--- src/hw/rtl/dtmf_pkg.sv ---
// ----------------------------------------------------------------------------
// dtmf_pkg: shared types and constants of the dilated-tap MIMO FIR
// Holds the controller states, the command and status words, register codes
// and the clamp helpers for the configuration registers.
// ----------------------------------------------------------------------------
`timescale 1ns / 1ps

package dtmf_pkg;

    // Counter width covers counts up to 127
    localparam int CNT_W      = 7;
    localparam int LAG_W      = 2 * CNT_W;
    localparam int TIME_W     = 17;
    localparam int TIDX_W     = 16;
    localparam int CH_W       = 3;
    localparam int SMP_W      = 16;
    localparam int PROD_W     = 32;
    localparam int ACC_W      = 40;
    localparam int CFG_IDX_W  = 3;
    localparam int CFG_DATA_W = 16;

    localparam logic [TIME_W-1:0] TIME_MAX = {TIME_W{1'b1}};

    localparam logic signed [ACC_W-1:0] ACC_MAX = {1'b0, {(ACC_W-1){1'b1}}};
    localparam logic signed [ACC_W-1:0] ACC_MIN = {1'b1, {(ACC_W-1){1'b0}}};

    // Request kinds
    localparam logic REQ_WEIGHT = 1'b0;
    localparam logic REQ_SAMPLE = 1'b1;

    // Configuration register indexes
    typedef enum logic [CFG_IDX_W-1:0] {
        CFG_IN_CHANNELS   = 3'd0,
        CFG_OUT_CHANNELS  = 3'd1,
        CFG_TAP_COUNT     = 3'd2,
        CFG_TAP_SPACING   = 3'd3,
        CFG_OUTPUT_LENGTH = 3'd4
    } t_cfg_idx;

    // Controller states
    typedef enum logic [1:0] {
        ST_IDLE,
        ST_WAIT,
        ST_ISSUE,
        ST_DRAIN
    } t_state;

    // Controller to datapath
    typedef struct packed {
        logic             issue;
        logic             first;
        logic             last;
        logic             tap_end;
        logic [CNT_W-1:0] n;
        logic [CNT_W-1:0] m;
        logic [CNT_W-1:0] j;
    } t_ctl_cmd;

    // Datapath to controller
    typedef struct packed {
        logic fire;
        logic spm_ok;
        logic pipe_busy;
        logic out_busy;
    } t_dp_status;

    // Clamp a count register to 1..hi
    function automatic logic [CNT_W-1:0] clamp_count(input logic [3:0] v,
                                                     input int unsigned hi);
        logic [CNT_W-1:0] r;
        if (v == 4'd0) begin
            r = CNT_W'(1);
        end else if (32'(v) > hi) begin
            r = CNT_W'(hi);
        end else begin
            r = CNT_W'(v);
        end
        return r;
    endfunction

    // Clamp a register to 0..hi
    function automatic logic [CNT_W-1:0] clamp_upper(input logic [3:0] v,
                                                     input int unsigned hi);
        logic [CNT_W-1:0] r;
        if (32'(v) > hi) begin
            r = CNT_W'(hi);
        end else begin
            r = CNT_W'(v);
        end
        return r;
    endfunction

endpackage

--- src/hw/rtl/dtmf_ctrl.sv ---
// ----------------------------------------------------------------------------
// dtmf_ctrl: sequencer of the filter
// Walks output channel, tap and input channel counters and issues one
// multiply-accumulate per cycle to the datapath in the issue state.
// ----------------------------------------------------------------------------
`timescale 1ns / 1ps

module dtmf_ctrl import dtmf_pkg::*; (
    input  logic             i_clk,
    input  logic             i_rst_n,
    input  logic [CNT_W-1:0] i_nin,
    input  logic [CNT_W-1:0] i_nout,
    input  logic [CNT_W-1:0] i_ntap,
    input  t_dp_status       i_status,
    output t_ctl_cmd         o_cmd,
    output logic             o_in_ready
);

    t_state           r_state, n_state;
    logic [CNT_W-1:0] r_n, n_n;
    logic [CNT_W-1:0] r_j, n_j;
    logic [CNT_W-1:0] r_m, n_m;
    logic             m_end;
    logic             j_end;

    assign m_end = (r_m == i_nin - CNT_W'(1));
    assign j_end = (r_j == i_ntap - CNT_W'(1));

    // State and counter registers
    always_ff @(posedge i_clk) begin
        if (!i_rst_n) begin
            r_state <= ST_IDLE;
            r_n     <= '0;
            r_j     <= '0;
            r_m     <= '0;
        end else begin
            r_state <= n_state;
            r_n     <= n_n;
            r_j     <= n_j;
            r_m     <= n_m;
        end
    end

    // Next state, counters and commands
    always_comb begin
        n_state       = r_state;
        n_n           = r_n;
        n_j           = r_j;
        n_m           = r_m;
        o_in_ready    = 1'b0;
        o_cmd.issue   = 1'b0;
        o_cmd.first   = (r_j == '0) && (r_m == '0);
        o_cmd.last    = m_end && j_end;
        o_cmd.tap_end = m_end;
        o_cmd.n       = r_n;
        o_cmd.m       = r_m;
        o_cmd.j       = r_j;
        case (r_state)
            ST_IDLE: begin
                o_in_ready = 1'b1;
                if (i_status.fire) begin
                    n_state = ST_WAIT;
                    n_n     = '0;
                    n_j     = '0;
                    n_m     = '0;
                end
            end
            ST_WAIT: begin
                // hold until spacing is reduced and the output word is free
                if (i_status.spm_ok && !i_status.out_busy) begin
                    n_state = ST_ISSUE;
                end
            end
            ST_ISSUE: begin
                o_cmd.issue = 1'b1;
                if (m_end) begin
                    n_m = '0;
                    if (j_end) begin
                        n_j     = '0;
                        n_state = ST_DRAIN;
                    end else begin
                        n_j = r_j + CNT_W'(1);
                    end
                end else begin
                    n_m = r_m + CNT_W'(1);
                end
            end
            ST_DRAIN: begin
                if (!i_status.pipe_busy) begin
                    if (r_n == i_nout - CNT_W'(1)) begin
                        n_state = ST_IDLE;
                    end else begin
                        n_n     = r_n + CNT_W'(1);
                        n_state = ST_WAIT;
                    end
                end
            end
            default: begin
                n_state = ST_IDLE;
            end
        endcase
    end

endmodule

--- config.mk ---
export PLATFORM = sky130hd
export DESIGN_NAME = dtmf_ctrl
export DESIGN_NICKNAME = d
export VERILOG_FILES = /design/src/hw/rtl/dtmf_pkg.sv /design/src/hw/rtl/dtmf_ctrl.sv
export SDC_FILE = /design/constraint.sdc
export NUM_CORES = 1
export LEC_CHECK = 0
export BUFFER_PORTS_ARGS = -buffer_cell sky130_fd_sc_hd__buf_4
export CORE_MARGIN = 5
export CORE_UTILIZATION = 50
export CTS_BUF_LIST = sky130_fd_sc_hd__clkbuf_8
export DETAILED_ROUTE_END_ITERATION = 8
export HOLD_SLACK_MARGIN = 0.1
export PLACE_DENSITY = 0.77
export SYNTH_ARGS = -nofsm -noshare
export SYNTH_HDL_FRONTEND = slang
export SYNTH_SLANG_ARGS = --single-unit
--- constraint.sdc ---
create_clock -name i_clk -period 3.17 [get_ports i_clk]
set_clock_uncertainty 0.1 [all_clocks]
set_input_delay 0.317 -clock i_clk [delete_from_list [all_inputs] [get_ports i_clk]]
set_output_delay 0.317 -clock i_clk [all_outputs]
set_load 0.03 [all_outputs]
### Word level (Yosys, flattened, before mapping)

Cells that the tools add are included.

| operators by class | value |
|---|---|
| add/sub/neg operators | 6 |
| equal/unequal tests | 12 |
| multiplexer cells | 18 |
| reduce and logical (&&, ||, !) cells | 13 |

Operators with widths:

| operator | count |
|---|---|
| 2-to-1 mux 7 bit | 6 |
| one-hot mux 7 bit (2 select lines) | 3 |
| adder 7 x 1 -> 7 bit, second input constant | 3 |
| equality test 7 bit | 3 |
| subtractor 7 x 1 -> 7 bit, second input constant | 3 |
| logical NOT 7 bit | 2 |
| != test 2 bit, second input constant | 6 |
| 2-to-1 mux 2 bit | 5 |
| one-hot mux 2 bit (4 select lines) | 1 |
| AND reduction 5 bit | 1 |
| equality test 2 bit, second input constant | 2 |
| AND reduction 4 bit | 1 |
| nonzero test 2 bit | 2 |
| logical AND 1 bit | 3 |
| 2-to-1 mux 1 bit | 3 |
| AND reduction 3 bit | 1 |
| equality test 2 x 1 -> 1 bit, second input constant | 1 |
| logical NOT 2 bit | 1 |
| AND reduction 2 bit | 1 |
| logical NOT 1 bit | 1 |

| word-level totals | value |
|---|---|
| register bits after elaboration | 23 |
| input bits | 27 |
| word-level logic and storage cells | 53 |

### Logic depth before layout (Yosys ltp)

Gate-level depths: netlist of the first run.

| logic depth | value |
|---|---|
| depth after elaboration | 5 |
| depth in mapped cells | 10 |
| depth with buffers taken out | 9 |

### Worst setup path before layout of the first run

OpenSTA, ideal clock, no wires.

| path | value |
|---|---|
| path type | reg-to-reg |
| start point | reg r_j[6] |
| end point | reg r_state[0] |
| setup time | 119 ps |
| arrival time | 2379 ps |
| data required time | 2951 ps |
| slack | 572 ps |
| cell stages (with the launch flop) | 8 |
| buffers on the path | 0 |
| cell sequence | dfxtp_1 -> xor3_1 -> o32ai_1 -> a221oi_1 -> a2111oi_1 -> nand2b_1 -> a21o_1 -> o221a_2 |

| on the way | value |
|---|---|
| word-level cells in the longest chain between the ends | 3 |

RTL lines:

| item | RTL line | RTL |
|---|---|---|
| from (decl) | dtmf_ctrl.sv:21 | `logic [CNT_W-1:0] r_j, n_j;` |
| from (signal assigned) | dtmf_ctrl.sv:39 | `r_j <= n_j;` |
| equality test 7 bit | dtmf_ctrl.sv:27 | `assign j_end = (r_j == i_ntap - CNT_W'(1));` |
| != test 2 bit (no line) | -- |  |
| AND reduction 5 bit (no line) | -- |  |
| to (signal assigned) | dtmf_ctrl.sv:37 | `r_state <= n_state;` |
| to (decl) | dtmf_ctrl.sv:19 | `t_state r_state, n_state;` |

No other way between the ends.
A chain may end at the register's enable or synchronous reset.

==> flow_summary_export.csv, run 1 <==
group,metric,value,unit
status,status,"completed",
synth,synth_top_area_share,0.237,
timing,period_needed,2.71,ns
power_and_ir_drop,ir_drop,0.221,mV
synth,ys_seq_area_frac,0.237,
clocking,clock_path_buffers,2,
synth,synth_mux_area_frac,0.0110,
synth,synthesis.nets,287,
setup_path,r2r_slack,0.62,ns
synth,synthSimpleGateAreaFrac,0.261,
synth,synth.avg_cell_area,7.82,µm²
global_route,track_usage,0.174,
clocking,postCtsHoldBufs,0,
placed_design,gp_congestion,0.821,
layout,seq_area,460,µm²
layout,multiInputGateArea,0.00136,mm²
timing,tns,0,ns
placed_design,pre_cts_slack,0.269,ns
clocking,cts_tree,"yes",
timing,setup_ws,0.455,ns
floorplanning,die_h,72.3,µm
floorplanning,io_pins,53,
floorplanning,rows,22,
worst_hold_path,hold_class,"in2reg",
timing,fmax,0.368,GHz
floorplanning,initial_core_util,0.522,
detailed_routing,drc,0,
global_route,antenna_found_initial,0,
synth,synth-compound-area-share,0.201,
clocking,worstSkewPairLatency,0.26,ns
layout,post_route_cells_drive_above_1_share,0.213,
detailed_routing,ant_nets,0,
synth,synth-main-ff-cell,"dfxtp_1",
synth,synth_cell_type_count,48,
setup_path,cp.arrival,2.30,ns
synth,syn-instance-count,248,
detailed_routing,routedWlPerCell,13.1,µm
setup_path,critical_path.max_fanout,6,
clocking,post-cts-setup-buffers,0,
clocking,cts_resized,0,
clocking,htreeDepth,1,
layout,area_growth_syn_to_layout,25.0,%
timing,rsz0062_at_grt,"no",
synth,synth_edf_count,0,
floorplanning,core,0.00372,mm²
job,cap_viol_max_count,0,
clocking,cts_buffers,3,
floorplanning,die_area,0.00522,mm²
floorplanning,die_w,72.3,µm
timing,setup_viol_count_final,0,
layout,n_antenna_cell,0,
layout,nNetsFinal,341,
detailed_routing,firstDrtPassIters,4,
setup_path,start_kind,"flip-flop",
placed_design,io_buffer_count,52,
timing,max_slew_margin,0.627,
synth,async_reset_ff_frac,0,
synth,synthTopCellsByArea,"dfxtp_1 24%, xnor2_1 9.0%, ha_1 7.7%, a22o_1 5.0%, inv_1 4.5%",
synth,synthAdderAreaFrac,0.0774,
detailed_routing,drt_iter0_drc,94,
setup_path,critPathCaptureType,"output pin",
timing,tightest_slew,0.553,ns
layout,fillers,343,
setup_path,cp.required,2.75,ns
synth,yosysTopAreaCell,"dfxtp_1",
layout,layout_commonest_cell,"buf_4",
synth,synth_xor_xnor_area_share,0.150,
global_route,grt_pass1_wl,7570,µm
timing,drv_slew,0,
global_route,grt_pass1_vias,1747,
placed_design,dp_hpwl,3640,µm
detailed_routing,vias,1905,
synth,synth_top_family_by_area,"simple AND/OR/NAND/NOR gates",
synth,ys_ff_latch,23,
clocking,clk_pin_slew,0.08,ns
synth,syn-cell-area,0.00194,mm²
layout,finalInstanceArea,0.00242,mm²
detailed_routing,routed_wl,4580,µm
clocking,cts_root_buffer,"clkbuf_8",
power_and_ir_drop,powerDensity,451,mW/mm²
power_and_ir_drop,p_leak,1.07,nW
global_route,grt_overflow_total,0,
placed_design,placedInstanceArea,0.00238,mm²
timing,hold_viol,0,
synth,synth_warnings,0,
global_route,grt_max_degree,19,
clocking,cts.sinks,23,
detailed_routing,viasPerCell,5.46,
timing,period_share,0.856,
layout,final_cell_mix,"55 x buf_4, 24 x inv_1, 23 x nand2_1, 23 x dfxtp_1, 20 x xnor2_1",
setup_path,critical_path_class,"reg2out",
Yosys cell counts (all sizes together), types with 2 or more instances:
cell type	instances
or3b	2
ha	12
clkbuf	4
or2	3
a21oi	5
nand3	10
nor2	19
o21a	3
nor3b	2
buf	2
or3	4
o21ai	14
dfxtp	23
nor4	2
nand2b	6
nand2	23
a31oi	2
inv	23
xnor2	20
a21o	3
and3	4
xor2	8
a21boi	3
o211ai	4
a22o	11
nor3	6
nor4b	3
a22oi	2
nor2b	3
or4	5
nand4	3
cell type report:
| cell class | count | area share |
|---|---|---|
| multi-input combinational | 196 | 0.561 |
| sequential | 23 | 0.190 |
| timing repair buffer | 55 | 0.170 |
| inverter | 23 | 0.0356 |
| tap | 48 | 0.0248 |
| clock buffer | 3 | 0.0170 |
| clock inverter | 1 | 0.00155 |
sequential cells by signal, indices dropped and copies added (netlist names):
register and cells:
r_j 7, r_m 7, r_n 7, r_state 2
final timing paths:
| path | end | startpoint | depth (start not counted) |
|---|---|---|---|
| setup reg to reg | r_j[2]$_SDFFE_PN0P_ | r_j[6]$_SDFFE_PN0P_ | 9 |
| setup / recovery | o_cmd[22] | r_j[6]$_SDFFE_PN0P_ | 8 |
| hold reg to reg | r_state[1]$_SDFFE_PN0P_ | r_state[1]$_SDFFE_PN0P_ | 2 |
| hold / removal | r_j[0]$_SDFFE_PN0P_ | i_rst_n | 3 |
through the flow:
step	util	cells	hold slack, ns	power (mW)
floorplan	-	248	0.383	0.762
global placement	0.640	345	0.415	0.914
detailed placement	0.640	345	0.430	0.917
CTS	0.652	349	0.296	1.10
global route	0.652	349	0.304	1.17
finish	0.652	349	0.301	1.09
logic make-up after synthesis:
| kind of cell | Yosys count |
|---|---|
| and+or+nand+nor | 97 |
| DFF | 23 |
| adders and majority gates | 12 |
| buffers and inverters | 29 |
| xor gates and xnor gates | 30 |
| AOI/OAI and AO/OA | 55 |
| muxes | 2 |
report_power, final:
part / internal (mW) / leakage [nW] / switching [mW]
sequential: 0.312 / 0.186 / 0.0363
combinational: 0.242 / 0.855 / 0.322
clock: 0.0865 / 0.0269 / 0.0933
total: 0.640 / 1.07 / 0.452
critical path, cell delays in order, from the launching register on:
cell and delay [ns]:
dfxtp_1 0.45, xor3_1 0.45, o32ai_1 0.11, a221oi_1 0.12, a2111oi_1 0.38, buf_4 0.20, nand2b_1 0.10, inv_1 0.07
buf_4 0.15
metal layers:
layer | vias up | share of wire | track usage
met5 | - | 0 | 0
met4 | 0 | 0 | 0.0146
met3 | 0 | 0.053 | 0.0374
met2 | 48 | 0.50 | 0.310
met1 | 876 | 0.45 | 0.223
li1 | 981 | - | -
Power figures use the tool's default switching activity.
==> inputs of run 2 (changes only) <==
==> constraint.sdc (replaced) <==
create_clock -name i_clk -period 2.72 [get_ports i_clk]
set_clock_uncertainty 0.1 [all_clocks]
set_input_delay 0.272 -clock i_clk [delete_from_list [all_inputs] [get_ports i_clk]]
set_output_delay 0.272 -clock i_clk [all_outputs]
set_load 0.03 [all_outputs]
==> run 2 against run 1 <==
Compared with the run above:
- register-to-register slack worse by 0.37 ns
- first-iteration DRC count shrank 20%
- global-route usage rose by 1.1 points
- largest cell class unchanged
- highest routed layer is now met4
==> flow_summary_export.csv, run 2 (synthesis results as in run 1) <==
group,metric,value,unit
floorplanning,io_pins,53,
detailed_routing,drc,0,
timing,tightest_slew,0.614,ns
setup_path,critical_path.max_fanout,6,
placed_design,dp_hpwl,3940,µm
timing,rsz0062_at_grt,"no",
layout,nNetsFinal,350,
clocking,postCtsHoldBufs,0,
detailed_routing,routedWlPerCell,13.7,µm
placed_design,io_buffer_count,52,
global_route,antenna_found_initial,0,
detailed_routing,ant_nets,0,
layout,layout_commonest_cell,"buf_4",
detailed_routing,met3_length,252,µm
floorplanning,die_w,72.3,µm
detailed_routing,vias,1921,
placed_design,gp_congestion,0.828,
floorplanning,die_area,0.00522,mm²
timing,setup_viol_count_final,0,
detailed_routing,routed.top_layer,"met4",
setup_path,cp.arrival,2.22,ns
timing,period_share,0.952,
global_route,track_usage,0.185,
timing,max_slew_margin,0.586,
global_route,grt_pass1_vias,1780,
worst_hold_path,hold_class,"in2reg",
detailed_routing,drt-met1-wl,2150,µm
clocking,cts_tree,"yes",
layout,n_antenna_cell,0,
clocking,htreeDepth,1,
clocking,cts_buffers,3,
floorplanning,initial_core_util,0.522,
timing,fmax,0.386,GHz
clocking,clk_pin_slew,0.08,ns
layout,post_route_cells_drive_above_1_share,0.248,
power_and_ir_drop,ir_drop,0.325,mV
clocking,cts.sinks,23,
clocking,worstSkewPairLatency,0.26,ns
job,cap_viol_max_count,0,
layout,final_cell_mix,"64 x buf_4, 23 x inv_1, 23 x nand2_1",
timing,drv_slew,0,
setup_path,cp.required,2.35,ns
global_route,grt_max_degree,19,
layout,area_growth_syn_to_layout,28.8,%
global_route,grt_pass1_wl,8030,µm
floorplanning,die_h,72.3,µm
detailed_routing,drt_iter0_drc,75,
floorplanning,core,0.00372,mm²
setup_path,critical_path_class,"reg2out",
detailed_routing,firstDrtPassIters,4,
global_route,grt_overflow_total,0,
setup_path,critPathCaptureType,"output pin",
layout,reg_top3,"r_j: 7 flops, r_m: 7 flops, r_n: 7 flops",
floorplanning,rows,22,
detailed_routing,viasPerCell,5.37,
power_and_ir_drop,powerDensity,521,mW/mm²
detailed_routing,routed_wl,4900,µm
setup_path,start_kind,"flip-flop",
clocking,cts_root_buffer,"clkbuf_8",
timing,fin_hold_ws,0.262,ns
clocking,clock_path_buffers,2,
status,status,"completed",
power_and_ir_drop,p_leak,1.12,nW
detailed_routing,dr_wl_met2,2470,µm
timing,tns,0,ns
clocking,post-cts-setup-buffers,0,
timing,hold_viol,0,
timing,period_needed,2.59,ns
-- run 2: cell count changes in the layout (fill, tap and decap cells not counted) --
cell	previous run	this run
buf_4	55	64
clkinv_2	0	1
dfxtp_1	23	20
dfxtp_2	0	2
dfxtp_4	0	1
inv_1	24	23
-- run 2: layout make-up --
cell class | count | area (µm²)
Clock buffer | 3 | 41.3
Clock inverter | 1 | 5.00
Fill cell | 341 | 1220
Inverter | 23 | 86.3
Multi-Input combinational cell | 196 | 1360
Sequential cell | 23 | 467
Tap cell | 48 | 60.1
Timing Repair Buffer | 64 | 480
-- run 2: stage by stage --
stage          area, µm²   util  power, mW  setup slack, ns  instances
6_report            2500  0.672       1.30            0.131        358
5_1_grt             2500  0.672       1.40          0.00961        358
4_1_cts             2490  0.671       1.31           0.0433        358
3_5_place_dp        2450  0.658       1.10           0.0100        354
3_3_place_gp        2450  0.658       1.08           0.0604        354
2_1_floorplan       1940      -      0.888            0.122        248
-- run 2: what timing repair did --
action                     4_1_cts  5_1_grt
resized for setup                1        3
pin swaps                        0        1
setup endpoints to repair        1        1
-- run 2: power breakdown --
group	switching, mW	leakage (nW)	total [mW]	internal, mW
Sequential	0.0413	0.188	0.404	0.362
Combinational	0.391	0.903	0.688	0.297
Clock	0.108	0.0255	0.210	0.102
Total	0.540	1.12	1.30	0.761
-- run 2: final timing paths --
check,from,end,slack [ns],depth (start not counted)
worst max-delay path,r_j[6]$_SDFFE_PN0P_,o_cmd[22],0.13,8
worst max register to register,r_m[6]$_SDFFE_PN0P_,r_j[5]$_SDFFE_PN0P_,0.25,7
worst min register to register,r_state[1]$_SDFFE_PN0P_,r_state[1]$_SDFFE_PN0P_,0.43,2
worst min-delay path,i_rst_n,r_j[0]$_SDFFE_PN0P_,0.26,3
-- run 2: layer usage --
metal	GRT usage	up-vias
li1	-	1001
met1	0.237	870
met2	0.332	46
met3	0.0235	4
met4	0.0355	0
met5	0	-
-- run 2: worst max-delay path: stages, from the launching register on --
cell,delay [ns]
dfxtp_4,0.39
xor3_1,0.41
o32ai_1,0.15
a221oi_1,0.15
a2111oi_1,0.34
buf_4,0.19
nand2b_1,0.09
inv_1,0.08
buf_4,0.15
==> inputs of run 3 (changes only) <==
--- a/config.mk
+++ b/config.mk
@@ -6,12 +6,12 @@
 export NUM_CORES = 1
 export LEC_CHECK = 0
 export BUFFER_PORTS_ARGS = -buffer_cell sky130_fd_sc_hd__buf_4
-export CORE_MARGIN = 5
-export CORE_UTILIZATION = 50
+export CORE_UTILIZATION = 55
 export CTS_BUF_LIST = sky130_fd_sc_hd__clkbuf_8
 export DETAILED_ROUTE_END_ITERATION = 8
 export HOLD_SLACK_MARGIN = 0.1
-export PLACE_DENSITY = 0.77
+export PLACE_DENSITY = 0.83
+export SLEW_MARGIN = 20
 export SYNTH_ARGS = -nofsm -noshare
 export SYNTH_HDL_FRONTEND = slang
 export SYNTH_SLANG_ARGS = --single-unit
==> run 3 against run 2 <==
Compared with the run above:
- global-route usage rose by 7.2 points
- design area rose by 0.85%
- wire length fell by 4.0%
- cell count fell by 0.28%
- worst hold slack got worse by 0.0088 ns
- clock power rose by 3%
- sequential share of layout area fell by 0.21 points
- register-to-register slack got worse by 0.05 ns
- non-clock buffer count rose by 1
- first-iteration DRC count rose by 39%
- sequential cell count did not move
- largest power group unchanged
- highest routed layer unchanged
==> flow_summary_export.csv, run 3 (synthesis results as in run 1) <==
group,metric,value,unit
detailed_routing,viasPerCell,5.53,
setup_path,crit_buf_inv,3,
global_route,grt_overflow_total,0,
setup_path,slowest_delay,0.42,ns
layout,nNetsFinal,351,
clocking,cts_tree,"yes",
layout,seq_area,465,µm²
global_route,grt_max_degree,19,
setup_path,critPathCaptureType,"output pin",
setup_path,cp_slowest_cell,"xor3_1",
setup_path,crit_chain,"xor3_1 -> o32ai_2 -> a221oi_2 -> a2111oi_2 -> buf_4 -> nand2b_1 -> inv_1 -> buf_4",
layout,layout_commonest_cell,"buf_4",
setup_path,cp.arrival,2.18,ns
detailed_routing,drt_iter0_drc,104,
timing,rsz0062_at_grt,"no",
detailed_routing,firstDrtPassIters,4,
global_route,antenna_found_initial,0,
detailed_routing,drc,0,
setup_path,critical_path.max_fanout,6,
clocking,htreeDepth,1,
job,cap_viol_max_count,0,
global_route,grt_pass1_vias,1728,
detailed_routing,vias,1973,
clocking,cts_buffers,3,
timing,period_needed,2.56,ns
floorplanning,die_area,0.00377,mm²
floorplanning,io_pins,53,
layout,n_antenna_cell,0,
setup_path,critical_path_class,"reg2out",
detailed_routing,routed_wl,4700,µm
global_route,track_usage,0.257,
placed_design,io_buffer_count,52,
layout,post_route_cells_drive_above_1_share,0.254,
timing,fmax,0.391,GHz
layout,area_growth_syn_to_layout,29.9,%
power_and_ir_drop,ir_drop,0.341,mV
layout,multiInputGateArea,0.00138,mm²
clocking,postCtsHoldBufs,0,
clocking,cts.sinks,23,
timing,setup_viol_count_final,0,
detailed_routing,routedWlPerCell,13.2,µm
power_and_ir_drop,p_leak,1.13,nW
clocking,worstSkewPairLatency,0.27,ns
placed_design,dp_hpwl,3640,µm
setup_path,start_kind,"flip-flop",
detailed_routing,ant_nets,0,
layout,final_cell_mix,"65 x buf_4, 24 x inv_1, 23 x nand2_1",
clocking,clk_pin_slew,0.09,ns
timing,fin_hold_ws,0.253,ns
timing,drv_slew,0,
floorplanning,initial_core_util,0.577,
setup_path,cp_common_cell,"buf_4",
setup_path,cp.required,2.35,ns
status,status,"completed",
layout,reg_top3,"r_j: 7 flops, r_m: 7 flops, r_n: 7 flops",
global_route,grt_pass1_wl,7240,µm
clocking,cts_root_buffer,"clkbuf_8",
floorplanning,die_w,61.4,µm
worst_hold_path,hold_class,"in2reg",
placed_design,gp_congestion,0.825,
timing,tightest_slew,0.548,ns
layout,stdcell_count,357,
timing,hold_viol,0,
floorplanning,die_h,61.4,µm
timing,max_slew_margin,0.631,
layout,finalInstanceArea,0.00252,mm²
power_and_ir_drop,powerDensity,517,mW/mm²
clocking,clock_path_buffers,2,
timing,period_share,0.940,
placed_design,place_inst,352,
placed_design,placedInstanceArea,0.00244,mm²
floorplanning,rows,21,
layout,fillers,290,
floorplanning,core,0.00336,mm²
setup_path,path_delay_family,"compound AO/OA/AOI/OAI gates",
[run 3: layer usage]
layer,track usage,up-vias,wire [µm]
met1,0.327,918,2260
met4,0.0698,0,59
met2,0.452,39,2240
met5,0,-,0
li1,-,1008,-
met3,0.0399,8,136
[run 3: power by group]
part           switching [mW]  internal, mW
clock network           0.115         0.101
registers              0.0402         0.362
logic                   0.397         0.288
total                   0.552         0.751
[run 3: cell type report]
class	count	share of cell area
Multi-Input combinational cell	196	0.547
Timing Repair Buffer	65	0.194
Sequential cell	23	0.185
Inverter	23	0.0343
Tap cell	46	0.0228
Clock buffer	3	0.0164
Clock inverter	1	0.00149
[run 3: path summary, 6_finish.rpt]
path | slack (ns) | to | depth (start not counted) | start
max reg2reg | 0.20 | r_j[6]$_SDFFE_PN0P_ | 10 | r_j[6]$_SDFFE_PN0P_
max | 0.16 | o_cmd[22] | 8 | r_j[6]$_SDFFE_PN0P_
min | 0.25 | r_state[0]$_SDFFE_PN0P_ | 2 | i_rst_n
min reg2reg | 0.45 | r_m[1]$_SDFFE_PN0P_ | 2 | r_m[1]$_SDFFE_PN0P_
[run 3: what timing repair did]
item | 4_1_cts | 5_1_grt
resized for setup | 1 | 5
buffers inserted | 0 | 1
pin swaps | 1 | 2
setup endpoints to repair | 1 | 1
hold endpoints to repair | 0 | 0
[run 3: worst reg2reg max path: stages, from the launching register on]
cell,delay [ns]
dfxtp_4,0.39
xor3_1,0.42
o32ai_2,0.11
a221oi_2,0.11
a2111oi_2,0.38
buf_4,0.18
buf_4,0.10
nor3b_1,0.06
buf_4,0.16
a22o_1,0.18
a22o_1,0.22
[run 3: metrics by stage]
| stage | setup TNS (ns) | utilization | total power [mW] | setup WS, ns |
|---|---|---|---|---|
| 2_1_floorplan | 0 | - | 0.888 | 0.122 |
| 3_3_place_gp | 0 | 0.727 | 1.07 | 0.0437 |
| 3_5_place_dp | -0.129 | 0.727 | 1.09 | -0.0330 |
| 4_1_cts | 0 | 0.740 | 1.30 | 0.0469 |
| 5_1_grt | 0 | 0.749 | 1.39 | 0.0132 |
| 6_report | 0 | 0.749 | 1.30 | 0.164 |
